===== src/hdl/tmhs_pkg.sv =====
// ----------------------------------------------------------------------------
// tmhs_pkg
// shared types and constants for the timer min-heap scheduler
// ----------------------------------------------------------------------------
package tmhs_pkg;

    localparam int unsigned HEAP_DEPTH_DEF = 1024;
    localparam int unsigned HANDLE_W = 16;
    localparam int unsigned TICK_W   = 32;
    localparam int unsigned OP_W     = 2;
    localparam int unsigned STATUS_W = 3;
    localparam int unsigned COUNT_W  = 11;

    localparam logic [OP_W-1:0] OP_INSERT = 2'd0;
    localparam logic [OP_W-1:0] OP_CANCEL = 2'd1;
    localparam logic [OP_W-1:0] OP_POP    = 2'd2;
    localparam logic [OP_W-1:0] OP_CLEAR  = 2'd3;

    localparam logic [STATUS_W-1:0] ST_OK        = 3'd0;
    localparam logic [STATUS_W-1:0] ST_NOT_FOUND = 3'd1;
    localparam logic [STATUS_W-1:0] ST_FULL      = 3'd2;
    localparam logic [STATUS_W-1:0] ST_NOT_DUE   = 3'd3;
    localparam logic [STATUS_W-1:0] ST_EMPTY     = 3'd4;

    // datapath commands
    localparam logic [3:0] CMD_NONE      = 4'd0;
    localparam logic [3:0] CMD_START     = 4'd1;  // latch word, clear search position
    localparam logic [3:0] CMD_INS_BEGIN = 4'd2;  // hole at tail, count up, moved = new entry
    localparam logic [3:0] CMD_RD_POS    = 4'd3;  // read entry at search position
    localparam logic [3:0] CMD_RD_PARENT = 4'd4;  // read parent of hole
    localparam logic [3:0] CMD_RD_KIDS   = 4'd5;  // read both children of hole
    localparam logic [3:0] CMD_POS_INC   = 4'd6;
    localparam logic [3:0] CMD_TAKE_LAST = 4'd7;  // read tail, count down, hole = position
    localparam logic [3:0] CMD_LATCH_MV  = 4'd8;  // moved entry = tail entry
    localparam logic [3:0] CMD_UP_MOVE   = 4'd9;  // parent into hole, hole = parent
    localparam logic [3:0] CMD_DN_MOVE   = 4'd10; // smaller child into hole, hole = child
    localparam logic [3:0] CMD_WR_MOVED  = 4'd11; // moved entry into hole

    typedef struct packed {
        logic [3:0] cmd;
        logic [STATUS_W-1:0] status;
    } t_ctrl;

    typedef struct packed {
        logic [OP_W-1:0] op;
        logic empty;
        logic full;
        logic hole_zero;
        logic hole_is_last;
        logic par_gt;      // parent deadline above moved deadline
        logic srch_end;    // search ran past last entry
        logic srch_hit;    // current search entry matches handle
        logic root_due;
        logic no_kid;
        logic dn_stop;
    } t_stat;

endpackage


===== src/hdl/tmhs_ctrl.sv =====
// ----------------------------------------------------------------------------
// tmhs_ctrl
// sequencer for insert, cancel, pop and clear heap walks
// ----------------------------------------------------------------------------
module tmhs_ctrl (
    input  logic                               i_clk,
    input  logic                               i_rst_n,
    input  logic                               i_start,
    input  logic                               i_out_free,
    input  tmhs_pkg::t_stat                    i_stat,
    output tmhs_pkg::t_ctrl                    o_ctrl,
    output logic                               o_idle,
    output logic                               o_done
);
    localparam logic [3:0] S_IDLE    = 4'd0;
    localparam logic [3:0] S_DISP    = 4'd1;
    localparam logic [3:0] S_UP_CHK  = 4'd2;
    localparam logic [3:0] S_UP_CMP  = 4'd3;
    localparam logic [3:0] S_SR_CHK  = 4'd4;
    localparam logic [3:0] S_SR_CMP  = 4'd5;
    localparam logic [3:0] S_POP_CHK = 4'd6;
    localparam logic [3:0] S_LAST_GO = 4'd7;
    localparam logic [3:0] S_CN_PAR  = 4'd8;
    localparam logic [3:0] S_CN_CMP  = 4'd9;
    localparam logic [3:0] S_DN_CHK  = 4'd10;
    localparam logic [3:0] S_DN_CMP  = 4'd11;
    localparam logic [3:0] S_DONE    = 4'd12;

    logic [3:0] r_state, n_state;
    logic [tmhs_pkg::STATUS_W-1:0] r_status, n_status;

    always_comb begin
        n_state  = r_state;
        n_status = r_status;
        o_ctrl.cmd    = tmhs_pkg::CMD_NONE;
        o_ctrl.status = r_status;
        o_done = 1'b0;
        case (r_state)
            S_IDLE: begin
                if (i_start) begin
                    o_ctrl.cmd = tmhs_pkg::CMD_START;
                    n_state = S_DISP;
                    n_status = tmhs_pkg::ST_OK;
                end
            end
            S_DISP: begin
                case (i_stat.op)
                    tmhs_pkg::OP_INSERT: begin
                        if (i_stat.full) begin
                            n_status = tmhs_pkg::ST_FULL; n_state = S_DONE;
                        end else begin
                            o_ctrl.cmd = tmhs_pkg::CMD_INS_BEGIN; n_state = S_UP_CHK;
                        end
                    end
                    tmhs_pkg::OP_CANCEL: n_state = S_SR_CHK;
                    tmhs_pkg::OP_POP: begin
                        if (i_stat.empty) begin
                            n_status = tmhs_pkg::ST_EMPTY; n_state = S_DONE;
                        end else begin
                            o_ctrl.cmd = tmhs_pkg::CMD_RD_POS; n_state = S_POP_CHK;
                        end
                    end
                    default: n_state = S_DONE;
                endcase
            end
            S_UP_CHK: begin
                if (i_stat.hole_zero) begin
                    o_ctrl.cmd = tmhs_pkg::CMD_WR_MOVED; n_state = S_DONE;
                end else begin
                    o_ctrl.cmd = tmhs_pkg::CMD_RD_PARENT; n_state = S_UP_CMP;
                end
            end
            S_UP_CMP: begin
                if (i_stat.par_gt) begin
                    o_ctrl.cmd = tmhs_pkg::CMD_UP_MOVE; n_state = S_UP_CHK;
                end else begin
                    o_ctrl.cmd = tmhs_pkg::CMD_WR_MOVED; n_state = S_DONE;
                end
            end
            S_SR_CHK: begin
                if (i_stat.srch_end) begin
                    n_status = tmhs_pkg::ST_NOT_FOUND; n_state = S_DONE;
                end else begin
                    o_ctrl.cmd = tmhs_pkg::CMD_RD_POS; n_state = S_SR_CMP;
                end
            end
            S_SR_CMP: begin
                if (i_stat.srch_hit) begin
                    o_ctrl.cmd = tmhs_pkg::CMD_TAKE_LAST; n_state = S_LAST_GO;
                end else begin
                    o_ctrl.cmd = tmhs_pkg::CMD_POS_INC; n_state = S_SR_CHK;
                end
            end
            S_POP_CHK: begin
                if (!i_stat.root_due) begin
                    n_status = tmhs_pkg::ST_NOT_DUE; n_state = S_DONE;
                end else begin
                    o_ctrl.cmd = tmhs_pkg::CMD_TAKE_LAST; n_state = S_LAST_GO;
                end
            end
            S_LAST_GO: begin
                o_ctrl.cmd = tmhs_pkg::CMD_LATCH_MV;
                if (i_stat.hole_is_last) begin
                    n_state = S_DONE;
                end else if (i_stat.op == tmhs_pkg::OP_POP) begin
                    n_state = S_DN_CHK;
                end else begin
                    n_state = S_CN_PAR;
                end
            end
            S_CN_PAR: begin
                if (i_stat.hole_zero) begin
                    n_state = S_DN_CHK;
                end else begin
                    o_ctrl.cmd = tmhs_pkg::CMD_RD_PARENT; n_state = S_CN_CMP;
                end
            end
            S_CN_CMP: begin
                if (i_stat.par_gt) begin
                    o_ctrl.cmd = tmhs_pkg::CMD_UP_MOVE; n_state = S_UP_CHK;
                end else begin
                    n_state = S_DN_CHK;
                end
            end
            S_DN_CHK: begin
                if (i_stat.no_kid) begin
                    o_ctrl.cmd = tmhs_pkg::CMD_WR_MOVED; n_state = S_DONE;
                end else begin
                    o_ctrl.cmd = tmhs_pkg::CMD_RD_KIDS; n_state = S_DN_CMP;
                end
            end
            S_DN_CMP: begin
                if (i_stat.dn_stop) begin
                    o_ctrl.cmd = tmhs_pkg::CMD_WR_MOVED; n_state = S_DONE;
                end else begin
                    o_ctrl.cmd = tmhs_pkg::CMD_DN_MOVE; n_state = S_DN_CHK;
                end
            end
            S_DONE: begin
                if (i_out_free) begin
                    o_done = 1'b1; n_state = S_IDLE;
                end
            end
            default: n_state = S_IDLE;
        endcase
    end

    always_ff @(posedge i_clk) begin
        if (!i_rst_n) begin
            r_state  <= S_IDLE;
            r_status <= tmhs_pkg::ST_OK;
        end else begin
            r_state  <= n_state;
            r_status <= n_status;
        end
    end

    assign o_idle = (r_state == S_IDLE);

endmodule


===== config.mk =====
export PLATFORM = sky130hd
export DESIGN_NAME = tmhs_ctrl
export DESIGN_NICKNAME = d
export VERILOG_FILES = /design/src/hdl/tmhs_pkg.sv /design/src/hdl/tmhs_ctrl.sv
export SDC_FILE = /design/constraint.sdc
export NUM_CORES = 1
export LEC_CHECK = 0
export ABC_AREA = 1
export CORE_MARGIN = 2
export CORE_UTILIZATION = 30
export CTS_BUF_LIST = sky130_fd_sc_hd__clkbuf_4
export DETAILED_ROUTE_END_ITERATION = 10
export DONT_BUFFER_PORTS = 1
export GPL_TIMING_DRIVEN = 1
export PLACE_DENSITY = 0.42
export SLEW_MARGIN = 20
export SYNTH_ARGS = -nofsm -noshare
export SYNTH_HDL_FRONTEND = slang
export SYNTH_SLANG_ARGS = --single-unit

===== constraint.sdc =====
create_clock -name i_clk -period 2.7 [get_ports i_clk]
set_input_delay 0.405 -clock i_clk [delete_from_list [all_inputs] [get_ports i_clk]]
set_output_delay 0.405 -clock i_clk [all_outputs]
set_load 0.05 [all_outputs]

* Word level (Yosys, flattened, before mapping) *
Cells that the tools add are included.

operators by class
  equal/unequal tests = 21
  multiplexer cells = 40
  reductions and logical operators = 5

operator list
  operator                                                number
  one-hot mux 4 bit (13 select lines)                     1
  two-way mux 4 bit                                       12
  one-hot mux 4 bit (12 select lines)                     1
  two-way mux 3 bit                                       10
  equality test 4 bit (second input constant)             5
  equality test 4 x 3 -> 1 bit (second input constant)    4
  two-way mux 2 bit                                       7
  one-hot mux 3 bit (4 select lines)                      1
  one-hot mux 4 bit (3 select lines)                      1
  equality test 4 x 2 -> 1 bit (second input constant)    2
  inequality test 2 bit (second input constant)           4
  AND reduction 7 bit                                     1
  inequality test 3 bit (second input constant)           2
  one-hot mux 3 bit (2 select lines)                      1
  two-way mux 1 bit                                       5
  equality test 4 x 1 -> 1 bit (second input constant)    1
  logical NOT 4 bit                                       1
  one-hot mux 2 bit (2 select lines)                      1
  nonzero test 4 bit                                      1
  inequality test 3 x 2 -> 1 bit (second input constant)  1
  equality test 2 x 1 -> 1 bit (second input constant)    1
  equality test 2 bit (second input constant)             1
  logical NOT 2 bit                                       1
  AND reduction 2 bit                                     1

storage, ports and cells
  register bits = 7
  bits of input ports = 16
  output and inout bits = 9
  logic and storage cells = 68

* Depth between registers and ports, before layout *
  word-level depth = 4
  mapped depth = 11
  mapped depth without buffers = 11

* Worst setup path before layout *
No wires, ideal clock.

  path kind = in2out
  start point = in i_stat[10] (netlist bit)
  end point = out o_ctrl[4] (netlist bit)
  data arrival time = 1.699 ns
  required time = 2.295 ns
  slack = 0.596 ns
  cell stages on the path = 6
  path buffers = 0
  path through = inv_1 ha_1 nand2_1 nand2_1 nand2_2 o2111ai_1

RTL lines
  element             RTL line         source
  start: declaration  tmhs_ctrl.sv:10  input tmhs_pkg::t_stat i_stat,
  end: declaration    tmhs_ctrl.sv:11  output tmhs_pkg::t_ctrl o_ctrl,

==> impl_metrics.json <==
{
  "setup_viol": 0,
  "io_pins": 25,
  "synth_area_um2": 861,
  "grt_pass1_vias": 958,
  "critPathCaptureType": "output port",
  "cp.buffers_inverters": 2,
  "drtIter0Drc": 48,
  "critical_path_required_ns": 2.30,
  "yosys_warnings": 0,
  "syn-instance-count": 164,
  "rows": 19,
  "synth_nets": 185,
  "cts.clk_slew.worst_paths_ns": 0.05,
  "layout-drive-gt1-share": 0.117,
  "arrival_ns": 1.87,
  "synth_cell_types": 19,
  "wire_per_inst_um": 12.5,
  "hp-class": "in -> reg",
  "setup_ws_ns": 0.424,
  "fin_util": 0.350,
  "clk_latency_ns": 0.25,
  "syn_area_per_cell_um2": 5.25,
  "period_needed_ns": 2.28,
  "hold_violations": 0,
  "power_density_mw_per_mm2": 1270,
  "yosysSeqAreaShare": 0.163,
  "whs_ns": 0.251,
  "postCtsSetupBuffers": 0,
  "status": "finished clean",
  "h-tree-depth": 1,
  "gp_congestion": 0.849,
  "clk_path_buf_depth": 2,
  "post-place-ws_ns": 0.708,
  "drv_slew": 0,
  "timing.critical_path.mode_cell": "nand2_1",
  "grt_max_degree": 10,
  "ir_drop_uv": 713,
  "cp_top_family": "simple AND/OR/NAND/NOR gates",
  "antenna_found_initial": 0,
  "slew_headroom": 0.441,
  "portBuffers": 0,
  "period_share": 0.843,
  "fin_skew_ns": 0.000134,
  "vias_per_cell": 5.16,
  "cts-root-buf": "clkbuf_4",
  "fin_tns_setup_ns": 0,
  "rsz0062_at_grt": "no",
  "grt_usage": 0.163,
  "crit_type": "reg -> out",
  "vias": 1042,
  "power_leakage_nw": 0.550,
  "grt_pass1_wl_mm": 4.17,
  "drt-total-wl_mm": 2.52,
  "antenna_left": 0,
  "crit_path_max_incr_delay_ns": 0.42,
  "start_kind": "register",
  "path_cells": "inv_2, nor2_4, nand3_1, nand2_1, inv_1, nand2_1, nor2_1, nand4_1",
  "dr.pass1.iters": 4,
  "cts_buffers": 3,
  "drc": 0,
  "max_clock_freq_mhz": 439,
  "n_antenna_cell": 0,
  "fin_nets": 193,
  "die_area_mm2": 0.00331,
  "maxCapViolCount": 0,
  "die_w_um": 57.6,
  "grt_remaining_overflow": 0,
  "cpMaxStageDelayCell": "dfxtp_1",
  "path_max_fanout": 6,
  "cts_resized": 0,
  "hold_buffers": 0,
  "fp.dieH_um": 57.6,
  "cts.sinks": 7,
  "yosys_register_bits": 7,
  "coreArea_mm2": 0.00273,
  "tightestPinTransition_ns": 0.834,
  "start_util": 0.315,
  "cts_tree": "built",
  "syn_to_final_growth_pct": 11.2,
  "hpwl_mm": 2.17
}
## metal layers
layer / GRT usage / wire (um) / vias to the layer above
met5: 0 / 0 / -
met4: 0.0299 / 8 / 0
met3: 0.0748 / 292 / 3
met2: 0.265 / 1210 / 58
met1: 0.199 / 1000 / 457
li1: - / - / 524
## synthesized netlist by cell type (all sizes together)
cell     number  area share
nor2         38        0.19
o2111ai       2       0.020
nand3        14       0.081
nand4         4       0.029
o21ai         6       0.039
nand3b        1      0.0087
inv          30        0.13
a31oi         1      0.0073
ha            5       0.073
nor3          2       0.012
dfxtp         7        0.16
a21oi         2       0.012
nand2        52        0.23
## path summary, 6_finish.rpt
path,from,cells after the start,slack (ns),end
hold / removal,i_rst_n,2,0.25,r_state[3]
setup reg to reg,r_state[3],8,1.27,r_status[2]
setup / recovery,r_state[1],8,0.42,o_ctrl[3]
hold reg to reg,r_state[2],3,0.69,r_state[0]
## state kept, by name (all words and copies together) (netlist names)
| name | count |
|---|---|
| r_state | 4 |
| r_status | 3 |
## area by class of cell
type                       count  area [um^2]
fill                         317         1780
clock buffer                   4         30.0
tap                           31         38.8
sequential                     7          140
inverter                      30          113
timing repair buffer           3         22.5
multi-input combinational    127          613
## placed cells by master, fill, tap and decap left out
cell type / instances
nor3_2: 1
buf_4: 3
nand3_1: 14
a31oi_1: 1
o21ai_0: 4
nor3_1: 1
a21oi_1: 2
nand2_2: 2
nand4_1: 4
clkbuf_4: 4
nand3b_1: 1
o2111ai_1: 2
inv_2: 4
ha_1: 5
dfxtp_1: 7
o21ai_1: 1
nor2_4: 2
nand2_1: 50
o21ai_2: 1
nor2_2: 3
nor2_1: 33
inv_1: 26
## power by group
| group | leakage (nW) | internal, mW | switching (mW) |
|---|---|---|---|
| combinational | 0.474 | 0.243 | 0.627 |
| sequential | 0.0576 | 0.145 | 0.0954 |
| clock | 0.0184 | 0.0665 | 0.0403 |
| total | 0.550 | 0.454 | 0.763 |
## kinds of logic (layout without fill, tap and decap cells)
logic type | count (synthesis) | in the layout | synth area share
fa+ha+maj | 5 | 5 | 0.0727
compound gates | 11 | 11 | 0.0785
simple gates | 111 | 111 | 0.555
buf+inv | 30 | 37 | 0.131
flops | 7 | 7 | 0.163
## worst reg2reg max path, stage by stage (launching register included)
cell	delay, ns
dfxtp_1	0.37
nor2_2	0.33
nand2_1	0.10
nand2_1	0.10
nand3_1	0.08
nor2_2	0.16
nand2_1	0.07
nand2_1	0.07
nor2_1	0.04
## metrics by stage
step,cell area [um^2],cells,power (mW)
after global placement,927,198,1.12
final,957,202,1.22
after floorplan,861,164,0.920
after global routing,957,202,1.34
after detailed placement,927,198,1.12
after CTS,957,202,1.23
Note: power is estimated with default switching activity, not from simulation.
